==> src/rtl/wsfr_pkg.sv <==
// Shared types, codes and a decode function for the frame receiver.
package wsfr_pkg;

  typedef enum logic [2:0] {
    PH_HEAD = 3'd0,
    PH_LEN  = 3'd1,
    PH_EXT  = 3'd2,
    PH_KEY  = 3'd3,
    PH_DATA = 3'd4
  } phase_t;

  localparam logic [1:0] ST_OK     = 2'd0;
  localparam logic [1:0] ST_LENGTH = 2'd1;
  localparam logic [1:0] ST_OPCODE = 2'd2;
  localparam logic [1:0] ST_ORPHAN = 2'd3;

  localparam logic [3:0] OP_CONT   = 4'h0;
  localparam logic [3:0] OP_TEXT   = 4'h1;
  localparam logic [3:0] OP_BINARY = 4'h2;
  localparam logic [3:0] OP_CLOSE  = 4'h8;
  localparam logic [3:0] OP_PING   = 4'h9;
  localparam logic [3:0] OP_PONG   = 4'hA;

  localparam logic [2:0] MT_TEXT    = 3'd0;
  localparam logic [2:0] MT_BINARY  = 3'd1;
  localparam logic [2:0] MT_CLOSE   = 3'd2;
  localparam logic [2:0] MT_PING    = 3'd3;
  localparam logic [2:0] MT_PONG    = 3'd4;
  localparam logic [2:0] MT_UNKNOWN = 3'd7;

  localparam logic [6:0] LEN_EXT64 = 7'd127;
  localparam logic [6:0] LEN_EXT16 = 7'd126;

  localparam int LenWidth = 63;

  typedef struct packed {
    logic [7:0] data_byte;
    logic       data_valid;
    logic [2:0] msg_type;
    logic       frame_end;
    logic       message_end;
    logic [1:0] status;
  } result_t;

  function automatic logic [2:0] type_code(input logic [3:0] op);
    logic [2:0] t;
    unique case (op)
      OP_TEXT:   t = MT_TEXT;
      OP_BINARY: t = MT_BINARY;
      OP_CLOSE:  t = MT_CLOSE;
      OP_PING:   t = MT_PING;
      OP_PONG:   t = MT_PONG;
      default:   t = MT_UNKNOWN;
    endcase
    return t;
  endfunction

endpackage

==> src/rtl/wsfr_parser.sv <==
// Frame header parser, length counter and payload unmasking for one byte per cycle while accept is high.
module wsfr_parser import wsfr_pkg::*; (
  input  logic       clk,
  input  logic       rst,
  input  logic       accept,
  input  logic [7:0] rx_byte,
  output logic       has_result,
  output result_t    result
);

  phase_t                phase, phase_next;
  logic                  frame_fin, frame_fin_next;
  logic [3:0]            frame_type, frame_type_next;
  logic                  frame_masked, frame_masked_next;
  logic [LenWidth-1:0]   bytes_left, bytes_left_next;
  logic [2:0]            header_count, header_count_next;
  logic [31:0]           mask_key, mask_key_next;
  logic [1:0]            mask_index, mask_index_next;
  logic [3:0]            fragment_type, fragment_type_next;
  logic                  fragment_open, fragment_open_next;
  logic                  failed, failed_next;

  logic [3:0]            op;
  logic [6:0]            short_len;
  logic [7:0]            key_byte;
  logic                  do_after;
  logic                  do_start;
  logic                  masked_v;
  logic [LenWidth-1:0]   len_v;
  logic                  last;

  always_ff @(posedge clk) begin
    if (rst) begin
      phase         <= PH_HEAD;
      frame_fin     <= 1'b0;
      frame_type    <= 4'd0;
      frame_masked  <= 1'b0;
      bytes_left    <= '0;
      header_count  <= 3'd0;
      mask_key      <= 32'd0;
      mask_index    <= 2'd0;
      fragment_type <= 4'd0;
      fragment_open <= 1'b0;
      failed        <= 1'b0;
    end else if (accept) begin
      phase         <= phase_next;
      frame_fin     <= frame_fin_next;
      frame_type    <= frame_type_next;
      frame_masked  <= frame_masked_next;
      bytes_left    <= bytes_left_next;
      header_count  <= header_count_next;
      mask_key      <= mask_key_next;
      mask_index    <= mask_index_next;
      fragment_type <= fragment_type_next;
      fragment_open <= fragment_open_next;
      failed        <= failed_next;
    end
  end

  always_comb begin
    phase_next         = phase;
    frame_fin_next     = frame_fin;
    frame_type_next    = frame_type;
    frame_masked_next  = frame_masked;
    bytes_left_next    = bytes_left;
    header_count_next  = header_count;
    mask_key_next      = mask_key;
    mask_index_next    = mask_index;
    fragment_type_next = fragment_type;
    fragment_open_next = fragment_open;
    failed_next        = failed;
    has_result         = 1'b0;
    result             = '0;
    op                 = rx_byte[3:0];
    short_len          = rx_byte[6:0];
    do_after           = 1'b0;
    do_start           = 1'b0;
    masked_v           = frame_masked;
    len_v              = bytes_left;
    last               = 1'b0;

    unique case (mask_index)
      2'd0:    key_byte = mask_key[31:24];
      2'd1:    key_byte = mask_key[23:16];
      2'd2:    key_byte = mask_key[15:8];
      default: key_byte = mask_key[7:0];
    endcase

    if (!failed) begin
      unique case (phase)
        PH_HEAD: begin
          frame_fin_next = rx_byte[7];
          if (op == OP_CONT && !fragment_open) begin
            failed_next   = 1'b1;
            has_result    = 1'b1;
            result.status = ST_ORPHAN;
          end else if (op != OP_CONT && type_code(op) == MT_UNKNOWN) begin
            failed_next   = 1'b1;
            has_result    = 1'b1;
            result.status = ST_OPCODE;
          end else begin
            if (op == OP_CONT) begin
              frame_type_next = fragment_type;
              if (rx_byte[7]) begin
                fragment_open_next = 1'b0;
                fragment_type_next = 4'd0;
              end
            end else begin
              frame_type_next = op;
              if (!rx_byte[7]) begin
                fragment_type_next = op;
                fragment_open_next = 1'b1;
              end
            end
            mask_key_next   = 32'd0;
            mask_index_next = 2'd0;
            bytes_left_next = '0;
            phase_next      = PH_LEN;
          end
        end
        PH_LEN: begin
          frame_masked_next = rx_byte[7];
          bytes_left_next   = '0;
          if (short_len == LEN_EXT64) begin
            header_count_next = 3'd7;
            phase_next        = PH_EXT;
          end else if (short_len == LEN_EXT16) begin
            header_count_next = 3'd1;
            phase_next        = PH_EXT;
          end else begin
            bytes_left_next = {{(LenWidth-7){1'b0}}, short_len};
            len_v           = bytes_left_next;
            masked_v        = rx_byte[7];
            do_after        = 1'b1;
          end
        end
        PH_EXT: begin
          if (header_count == 3'd7 && rx_byte[7]) begin
            failed_next   = 1'b1;
            has_result    = 1'b1;
            result.status = ST_LENGTH;
          end else begin
            bytes_left_next = {bytes_left[LenWidth-9:0], rx_byte};
            if (header_count == 3'd0) begin
              len_v    = bytes_left_next;
              do_after = 1'b1;
            end else begin
              header_count_next = header_count - 3'd1;
            end
          end
        end
        PH_KEY: begin
          mask_key_next = {mask_key[23:0], rx_byte};
          if (mask_index == 2'd3) begin
            do_start = 1'b1;
          end else begin
            mask_index_next = mask_index + 2'd1;
          end
        end
        PH_DATA: begin
          mask_index_next = mask_index + 2'd1;
          bytes_left_next = bytes_left - {{(LenWidth-1){1'b0}}, 1'b1};
          last            = (bytes_left_next == '0);
          if (last) begin
            phase_next = PH_HEAD;
          end
          has_result         = 1'b1;
          result.data_byte   = rx_byte ^ key_byte;
          result.data_valid  = 1'b1;
          result.msg_type    = type_code(frame_type);
          result.frame_end   = last;
          result.message_end = last & frame_fin;
          result.status      = ST_OK;
        end
        default: begin
          phase_next = PH_HEAD;
        end
      endcase

      if (do_after) begin
        if (masked_v) begin
          phase_next      = PH_KEY;
          mask_index_next = 2'd0;
        end else begin
          do_start = 1'b1;
        end
      end

      if (do_start) begin
        mask_index_next = 2'd0;
        if (len_v == '0) begin
          phase_next         = PH_HEAD;
          has_result         = 1'b1;
          result.msg_type    = type_code(frame_type);
          result.frame_end   = 1'b1;
          result.message_end = frame_fin;
          result.status      = ST_OK;
        end else begin
          phase_next = PH_DATA;
        end
      end
    end
  end

endmodule

==> src/rtl/wsfr_out_reg.sv <==
// Result register that holds one word until the downstream side takes it.
module wsfr_out_reg import wsfr_pkg::*; (
  input  logic    clk,
  input  logic    rst,
  input  logic    load,
  input  result_t din,
  input  logic    take,
  output logic    valid,
  output result_t dout
);

  always_ff @(posedge clk) begin
    if (rst) begin
      valid <= 1'b0;
    end else if (load) begin
      valid <= 1'b1;
    end else if (take) begin
      valid <= 1'b0;
    end
  end

  always_ff @(posedge clk) begin
    if (load) begin
      dout <= din;
    end
  end

endmodule

==> src/rtl/websocket_frame_receiver_core.sv <==
// A result word is offered in the cycle after the byte that causes it is accepted.
// Throughput: one received byte per cycle while rx_ready is high; each byte is resolved
// combinationally, bounded by the 63-bit payload length decrement and zero compare.
// A byte is taken whenever the result register is empty or being emptied.
// Synchronous reset returns the parser to the header phase with no fragment open.
module websocket_frame_receiver_core import wsfr_pkg::*; (
  input  logic       clk,
  input  logic       rst,
  input  logic       rx_valid,
  output logic       rx_ready,
  input  logic [7:0] rx_byte,
  output logic       res_valid,
  input  logic       res_ready,
  output logic [7:0] data_byte,
  output logic       data_valid,
  output logic [2:0] msg_type,
  output logic       frame_end,
  output logic       message_end,
  output logic [1:0] status
);

  logic    accept;
  logic    has_result;
  result_t result;
  result_t held;

  assign rx_ready = !res_valid || res_ready;
  assign accept   = rx_valid && rx_ready;

  wsfr_parser u_parser (
    .clk        (clk),
    .rst        (rst),
    .accept     (accept),
    .rx_byte    (rx_byte),
    .has_result (has_result),
    .result     (result)
  );

  wsfr_out_reg u_out_reg (
    .clk   (clk),
    .rst   (rst),
    .load  (accept && has_result),
    .din   (result),
    .take  (res_ready),
    .valid (res_valid),
    .dout  (held)
  );

  assign data_byte   = held.data_byte;
  assign data_valid  = held.data_valid;
  assign msg_type    = held.msg_type;
  assign frame_end   = held.frame_end;
  assign message_end = held.message_end;
  assign status      = held.status;

  a_error_clean: assert property (@(posedge clk) disable iff (rst)
    res_valid && status != ST_OK |->
      !data_valid && !frame_end && !message_end && msg_type == MT_TEXT && data_byte == 8'd0)
    else $error("Error word carries payload fields.");

  a_msg_end_in_frame: assert property (@(posedge clk) disable iff (rst)
    res_valid && message_end |-> frame_end)
    else $error("Message end without frame end.");

  a_marker_empty: assert property (@(posedge clk) disable iff (rst)
    res_valid && !data_valid && status == ST_OK |-> frame_end && data_byte == 8'd0)
    else $error("Non-data word that is not an empty-frame marker.");

  a_ready_when_empty: assert property (@(posedge clk) disable iff (rst)
    !res_valid |-> rx_ready)
    else $error("Input stalled while the result register is empty.");

endmodule
==> config.mk <==
export PLATFORM = sky130hd
export DESIGN_NAME = websocket_frame_receiver_core
export DESIGN_NICKNAME = d
export VERILOG_FILES = /design/src/rtl/wsfr_pkg.sv /design/src/rtl/wsfr_parser.sv /design/src/rtl/wsfr_out_reg.sv /design/src/rtl/websocket_frame_receiver_core.sv
export SDC_FILE = /design/constraint.sdc
export NUM_CORES = 1
export LEC_CHECK = 0
export BUFFER_PORTS_ARGS = -buffer_cell sky130_fd_sc_hd__buf_2
export CAP_MARGIN = 30
export CORE_MARGIN = 2
export CORE_UTILIZATION = 50
export CTS_CLUSTER_SIZE = 20
export DETAILED_ROUTE_END_ITERATION = 10
export PLACE_DENSITY = 0.73
export SYNTH_ARGS = -nofsm -noshare
export SYNTH_HDL_FRONTEND = slang
export SYNTH_SLANG_ARGS = --single-unit
==> constraint.sdc <==
create_clock -name clk -period 9.99 [get_ports clk]
set_clock_uncertainty 0.05 [all_clocks]
set_input_delay 1.4985 -clock clk [delete_from_list [all_inputs] [get_ports clk]]
set_output_delay 1.4985 -clock clk [all_outputs]
set_load 0.01 [all_outputs]
==> results of run 1 <==
## through the flow
stage	setup slack, ns	cell area [um^2]	utilization (%)	total power [uW]	hold WS (ns)
after floorplan	5.96	7980	-	874	0.375
after global placement	5.66	8120	51.6	964	0.387
after detailed placement	5.56	8140	51.8	968	0.404
after CTS	5.94	8710	55.5	1570	0.412
after global routing	5.43	8710	55.5	1640	0.429
final	5.76	8710	55.5	1580	0.412
## state kept, by name, summed over array words and instances, names as in the netlist
name,cells
u_parser.bytes_left,63
u_out_reg.valid,1
u_parser.failed,1
u_parser.header_count,3
u_parser.fragment_open,1
u_parser.mask_key,32
u_parser.frame_fin,1
u_parser.frame_masked,1
u_parser.frame_type,4
u_out_reg.dout,16
u_parser.mask_index,2
u_parser.fragment_type,4
u_parser.phase,3
## cells in the mapped netlist, drive strengths merged, types with 7 or more instances
| library cell | number | area share [%] |
|---|---|---|
| a211oi | 8 | 0.75 |
| a222oi | 8 | 1.0 |
| clkbuf | 82 | 3.9 |
| dfxtp | 116 | 29 |
| nand3 | 51 | 3.2 |
| ha | 12 | 1.9 |
| nor4 | 33 | 3.6 |
| edfxtp | 16 | 6.0 |
| xnor2 | 32 | 3.5 |
| a221oi | 24 | 2.6 |
| or3 | 18 | 1.4 |
| nand4 | 9 | 0.78 |
| a21oi | 86 | 5.4 |
| xor2 | 15 | 1.6 |
| nand2b | 8 | 0.63 |
| nand2 | 110 | 5.2 |
| nor3 | 61 | 3.9 |
| o21ai | 68 | 4.3 |
| buf | 7 | 0.60 |
| inv | 15 | 0.71 |
| a22oi | 28 | 2.6 |
| or4 | 9 | 0.89 |
| and2 | 7 | 0.55 |
| nor2 | 163 | 7.7 |
| nand3b | 7 | 0.66 |
## layout by cell type (no fill, tap or decap), types with 6 or more instances in the layout
| cell | count |
|---|---|
| a211oi_1 | 8 |
| a21oi_1 | 86 |
| a221oi_1 | 24 |
| a222oi_1 | 8 |
| a22oi_1 | 28 |
| and2_1 | 7 |
| buf_2 | 28 |
| buf_4 | 9 |
| clkbuf_16 | 17 |
| dfxtp_1 | 116 |
| edfxtp_1 | 16 |
| ha_1 | 12 |
| inv_1 | 15 |
| inv_6 | 6 |
| nand2_1 | 109 |
| nand2b_1 | 8 |
| nand3_1 | 51 |
| nand3b_1 | 7 |
| nand4_1 | 8 |
| nor2_1 | 161 |
| nor3_1 | 60 |
| nor4_1 | 24 |
| nor4_2 | 6 |
| o21ai_0 | 63 |
| or3_1 | 18 |
| or4_1 | 8 |
| xnor2_1 | 32 |
| xor2_1 | 15 |
## power by group through the flow
stage / Combinational (uW) / Clock [uW] / Sequential, uW
after floorplan: 288 / 0 / 586
after global placement: 370 / 0 / 594
after detailed placement: 373 / 0 / 595
after CTS: 376 / 615 / 583
after global routing: 418 / 636 / 587
final: 385 / 608 / 584
## per-layer routing
| metal | vias to the layer above | share of wire [%] |
|---|---|---|
| met1 | 3702 | 44 |
| li1 | 3782 | - |
| met5 | - | 0 |
| met3 | 62 | 9.4 |
| met4 | 0 | 2.4 |
| met2 | 447 | 44 |
## cell type report
| cell class | instances | share of cell area (%) |
|---|---|---|
| sequential | 132 | 32.2 |
| timing repair buffer | 38 | 2.70 |
| tap | 216 | 3.10 |
| clock inverter | 15 | 1.67 |
| clock buffer | 17 | 4.88 |
| inverter | 15 | 0.646 |
| multi-input combinational | 827 | 54.8 |
## worst max path at each step
stage | to | slack [ns] | cells after the start
2_1_floorplan | u_out_reg.dout[0] | 5.96 | 10
3_3_place_gp | u_out_reg.dout[5] | 5.66 | 10
3_5_place_dp | u_out_reg.dout[7] | 5.56 | 10
4_1_cts | u_out_reg.dout[2] | 5.94 | 11
5_1_grt | u_out_reg.dout[2] | 5.43 | 11
6_report | u_out_reg.dout[2] | 5.76 | 11
## cells by family (layout without fill, tap and decap cells)
logic type	Yosys count	count (layout)	share of synthesized area [%]
simple gates	505	505	31.7
flops	132	132	35.1
buf+inv	104	85	5.16
compound gates	258	258	20.3
fa+ha+maj	12	12	1.88
mux	5	5	0.628
xor+xnor	47	47	5.16
## worst max-delay path, cell delays in order (launching register included)
cell and delay (ns):
dfxtp_1 0.39, inv_1 0.14, ha_1 0.23, nor3b_2 0.51, nand4_2 0.34, nor4_2 0.59
nand2_1 0.21, a2111oi_0 0.45, nand3b_1 0.14, nor4b_1 0.57, a31oi_1 0.26, nor3b_2 0.19
==> flow_summary.yaml, run 1 <==
global_routing:
  gr-usage-all-layers_pct: 27.1
  overflow: 0
  met2_usage_pct: 41.2
  met1_usage_pct: 37.3
  grt_max_degree: 66
  top_usage_layer: "met2"
  grt_pass1_wl_mm: 36.9
  met3_usage_pct: 6.48
  grt_pass1_vias: 7312
  antenna_found_initial: 0
place:
  hpwlAfterDp_mm: 14.7
  gp_congestion: 0.915
  port_buffers: 29
  placedCellCount: 1228
routing:
  wirelength_mm: 22.7
  drtIter0Drc: 940
  via_count: 7993
  post_drt_wl_per_cell_um: 18.0
  final_antenna_net_count: 0
  dr.pass1.iters: 8
  viasPerCell: 6.34
  remaining_drc_errors: 0
layout:
  drive_gt1_share_pct: 9.00
  multi_input_area_um2: 4780
  final_nets: 1055
  layout-area-overhead-vs-synth_pct: 9.26
  final_cells: 1260
  nFillCells: 1473
  antennaDiodeCount: 0
  seqCellArea_um2: 2800
floorplanning:
  die_w_um: 130
  row_count: 46
  io_pins: 30
  die_h_um: 130
  core-area_um2: 15700
  start_util_pct: 50.8
  dieArea_um2: 17000
sta:
  worst_pin_slew_ns: 0.905
  period_share_pct: 42.3
  slew_violations: 0
  setup_viol: 0
  final.min_clock_period_ns: 4.23
  fmax_ghz: 0.237
  timing.final.hold_violations: 0
  slew_headroom_pct: 39.5
  rsz0062_at_grt: "no"
  fin_tns_setup_ns: 0
power:
  pwr-share-clk_pct: 38.5
  pwr-share-comb_pct: 24.4
  swShare_pct: 34.3
  net-switching-power_uw: 542
  max-vdd-ir-drop_uv: 126
  power.internal_uw: 1040
  power.density_nw_per_um2: 181
  power.leakage_uw: 0.00308
  p_seq_share_pct: 37.0
synthesis:
  synth_cells: 1063
  synth_edf_count: 16
  ys_seq_elements: 132
  async_flop_share_pct: 0
  synth-seq-area-share_pct: 35.1
  synth_fp_nets: 1087
  syn_area_per_cell_um2: 7.50
  synth_warnings: 0
  synth_flop_cell: "dfxtp_1"
  yosysUniqueCellTypes: 65
  netlist_area_um2: 7980
clocking:
  hold_buffers: 0
  cts_sinks: 132
  cts_root_buf: "clkbuf_16"
  cts_htree_levels: 4
  cts.clk_slew.worst_paths_ns: 0.06
  numCtsBuffers: 17
  cts_setup_buffers: 0
  insertion_delay_ns: 0.43
  clk_path_buf_depth: 2
  cts_tree: "built"
  ctsResizeCount: 0
worst_setup_path:
  r2r-start: "u_parser.bytes_left[0]"
  path_class: "reg -> reg"
  reg2reg_depth: 11
  critPathMaxFanout: 9
  reg2reg_setup_slack_ns: 5.76
  cp-start-kind: "flop"
  r2r-end: "u_out_reg.dout[2]"
  cp_data_arrival_time_ns: 4.46
  worstSetupStartpoint: "u_parser.bytes_left[0]"
  cp-end-kind: "flop"
  required_ns: 10.22
min_path:
  hold_end: "u_parser.frame_fin"
  hold_start: "u_parser.frame_fin"
  hold_class: "reg -> reg"
  hold_depth: 2
run:
  drv_cap: 0
status:
  status: "finished clean"
No activity file was read; power rests on OpenSTA's default activity.
==> run 2, diff against run 1 <==
--- a/config.mk
+++ b/config.mk
@@ -5,13 +5,14 @@
 export SDC_FILE = /design/constraint.sdc
 export NUM_CORES = 1
 export LEC_CHECK = 0
+export ABC_AREA = 1
 export BUFFER_PORTS_ARGS = -buffer_cell sky130_fd_sc_hd__buf_2
 export CAP_MARGIN = 30
 export CORE_MARGIN = 2
 export CORE_UTILIZATION = 50
 export CTS_CLUSTER_SIZE = 20
 export DETAILED_ROUTE_END_ITERATION = 10
-export PLACE_DENSITY = 0.73
+export PLACE_DENSITY = 0.72
 export SYNTH_ARGS = -nofsm -noshare
 export SYNTH_HDL_FRONTEND = slang
 export SYNTH_SLANG_ARGS = --single-unit
==> constraint.sdc (replaced) <==
create_clock -name clk -period 3.9 [get_ports clk]
set_clock_uncertainty 0.05 [all_clocks]
set_input_delay 0.585 -clock clk [delete_from_list [all_inputs] [get_ports clk]]
set_output_delay 0.585 -clock clk [all_outputs]
set_load 0.01 [all_outputs]
==> flow_summary.yaml, run 2 <==
place:
  placed_cell_area_um2: 9170
  port_buffers: 29
  hpwlAfterDp_mm: 20.9
  gp_congestion: 1.07
layout:
  layout-area-overhead-vs-synth_pct: 10.5
  finalInstanceArea_um2: 9750
  drive_gt1_share_pct: 8.85
  layout_commonest_cell: "nand2_1"
  top_regs: "u_parser.bytes_left: 63 flops, u_parser.mask_key: 32 flops, u_out_reg.dout: 16 flops"
  antennaDiodeCount: 0
  nFillCells: 1733
  largest_reg_flops: 63
  layout_common_cells: "nand2_1 (416), nor2_1 (217), inv_1 (188)"
  seqCellArea_um2: 2800
  multi_input_area_um2: 5070
  final_nets: 1491
  top_register: "u_parser.bytes_left"
global_routing:
  antenna_found_initial: 0
  grt_pass1_vias: 8677
  gr-usage-all-layers_pct: 31.5
  grt_max_degree: 61
  overflow: 0
  grt_pass1_wl_mm: 45.6
floorplanning:
  die_w_um: 137
  row_count: 48
  die_h_um: 137
  dieArea_um2: 18700
  core-area_um2: 17300
  start_util_pct: 51.0
  io_pins: 30
sta:
  timing.final.hold_violations: 0
  fmax_ghz: 0.339
  setup_viol: 0
  period_share_pct: 75.6
  slew_violations: 0
  rsz0062_at_grt: "no"
  final.min_clock_period_ns: 2.95
  worst_pin_slew_ns: 0.678
  slew_headroom_pct: 54.7
  fin_tns_setup_ns: 0
worst_setup_path:
  critPathMaxFanout: 16
  critPathBufInv: 1
  cpMostUsedCell: "nand2_1"
  crit_slowest_cell: "inv_1"
  cp_cell_sequence: "nor2_1 > nand2_1 > nor2_1 > nand4_1 > nor4_1 > nand2_1 > nand3_1 > nand2_1 > nor2_1 > nand3_1 > nand3_1 > nand2_1 > inv_1"
  required_ns: 3.91
  cp-start-kind: "flop"
  cp-end-kind: "flop"
  cp_data_arrival_time_ns: 2.96
  crit_family: "simple AND/OR/NAND/NOR gates"
  cpPeakStageDelay_ns: 0.46
  path_class: "reg -> reg"
routing:
  wirelength_mm: 28.7
  drtIter0Drc: 1167
  final_antenna_net_count: 0
  viasPerCell: 5.69
  remaining_drc_errors: 0
  post_drt_wl_per_cell_um: 16.8
  via_count: 9693
  dr.pass1.iters: 6
clocking:
  insertion_delay_ns: 0.43
  cts_sinks: 132
  numCtsBuffers: 17
  cts_htree_levels: 4
  cts.clk_slew.worst_paths_ns: 0.06
  cts_root_buf: "clkbuf_16"
  cts_setup_buffers: 0
  cts_tree: "built"
  hold_buffers: 0
  clk_path_buf_depth: 2
  ctsResizeCount: 0
synthesis:
  synth_fp_nets: 1479
  synth_warnings: 0
  netlist_area_um2: 8830
  synth_flop_cell: "dfxtp_1"
  netlist.area_leader.share_pct: 26.3
  synth_cells: 1455
  synth-seq-area-share_pct: 31.8
  synth.most_common_cell: "nand2_1"
  async_flop_share_pct: 0
  synthTopCellsByCount: "nand2_1 (416), nor2_1 (217), inv_1 (188)"
  ys_seq_elements: 132
  synth_top_area_cell: "dfxtp_1"
  yosysUniqueCellTypes: 41
  syn_area_per_cell_um2: 6.07
  synthTopCellsByArea: "dfxtp_1 (26%), nand2_1 (18%), nor2_1 (9.2%), inv_1 (8.0%), a21oi_1 (6.1%)"
  synth_edf_count: 16
power:
  power.leakage_uw: 0.00432
  max-vdd-ir-drop_uv: 354
  power.density_nw_per_um2: 465
min_path:
  hold_class: "reg -> reg"
status:
  status: "finished clean"
run:
  drv_cap: 0
## run 2: final timing paths
check        cells after the start                      start  slack (ns)                         to
max reg2reg                     13    u_parser.bytes_left[20]        0.95          u_out_reg.dout[0]
min                              2  u_parser.fragment_type[0]        0.40  u_parser.fragment_type[0]
min reg2reg                      2  u_parser.fragment_type[0]        0.40  u_parser.fragment_type[0]
max                             13    u_parser.bytes_left[20]        0.95          u_out_reg.dout[0]
## run 2: through the flow
stage / std cells / power (uW) / utilization (%) / setup WS (ns) / hold slack (ns)
2_1_floorplan: 1455 / 2490 / - / 1.41 / 0.369
3_3_place_gp: 1673 / 2860 / 53.0 / 0.847 / 0.387
3_5_place_dp: 1673 / 2870 / 53.0 / 0.817 / 0.389
4_1_cts: 1705 / 4500 / 56.4 / 0.989 / 0.399
5_1_grt: 1705 / 4760 / 56.4 / 0.586 / 0.412
6_report: 1705 / 4530 / 56.4 / 0.952 / 0.398
## run 2: worst min-delay path: cells and delay by family (launching register included)
kind,cells,cell delay (ns)
AOI/OAI and AO/OA,1,0.05
buffers and inverters,1,0.05
DFF,1,0.30
## run 2: where the power goes
group / leakage [uW] / internal, uW / total [uW] / switching (uW)
logic: 0.00294 / 411 / 1450 / 1040
registers: 0.00109 / 1420 / 1450 / 29.7
clock network: 0.000290 / 909 / 1630 / 722
## run 2: cells by family after synthesis
| group | after synthesis | synth area share (%) |
|---|---|---|
| compound gates | 269 | 17.4 |
| xor+xnor | 15 | 1.49 |
| fa+ha+maj | 12 | 1.70 |
| buf+inv | 251 | 10.8 |
| flops | 132 | 31.8 |
| simple gates | 776 | 36.9 |
## run 2: routing by layer
metal	wire [um]	up-vias	GRT usage, %
met5	0	-	0
met3	2900	70	6.67
met1	12900	4389	46.0
met2	12100	505	46.3
li1	-	4729	-
met4	706	0	9.62
## run 2: area by class of cell
| cell class | count | area share, % |
|---|---|---|
| clock buffer | 17 | 4.36 |
| clock inverter | 15 | 1.67 |
| inverter | 203 | 7.81 |
| multi-input combinational | 1072 | 52.0 |
| sequential | 132 | 28.7 |
| tap | 225 | 2.89 |
| timing repair buffer | 41 | 2.57 |
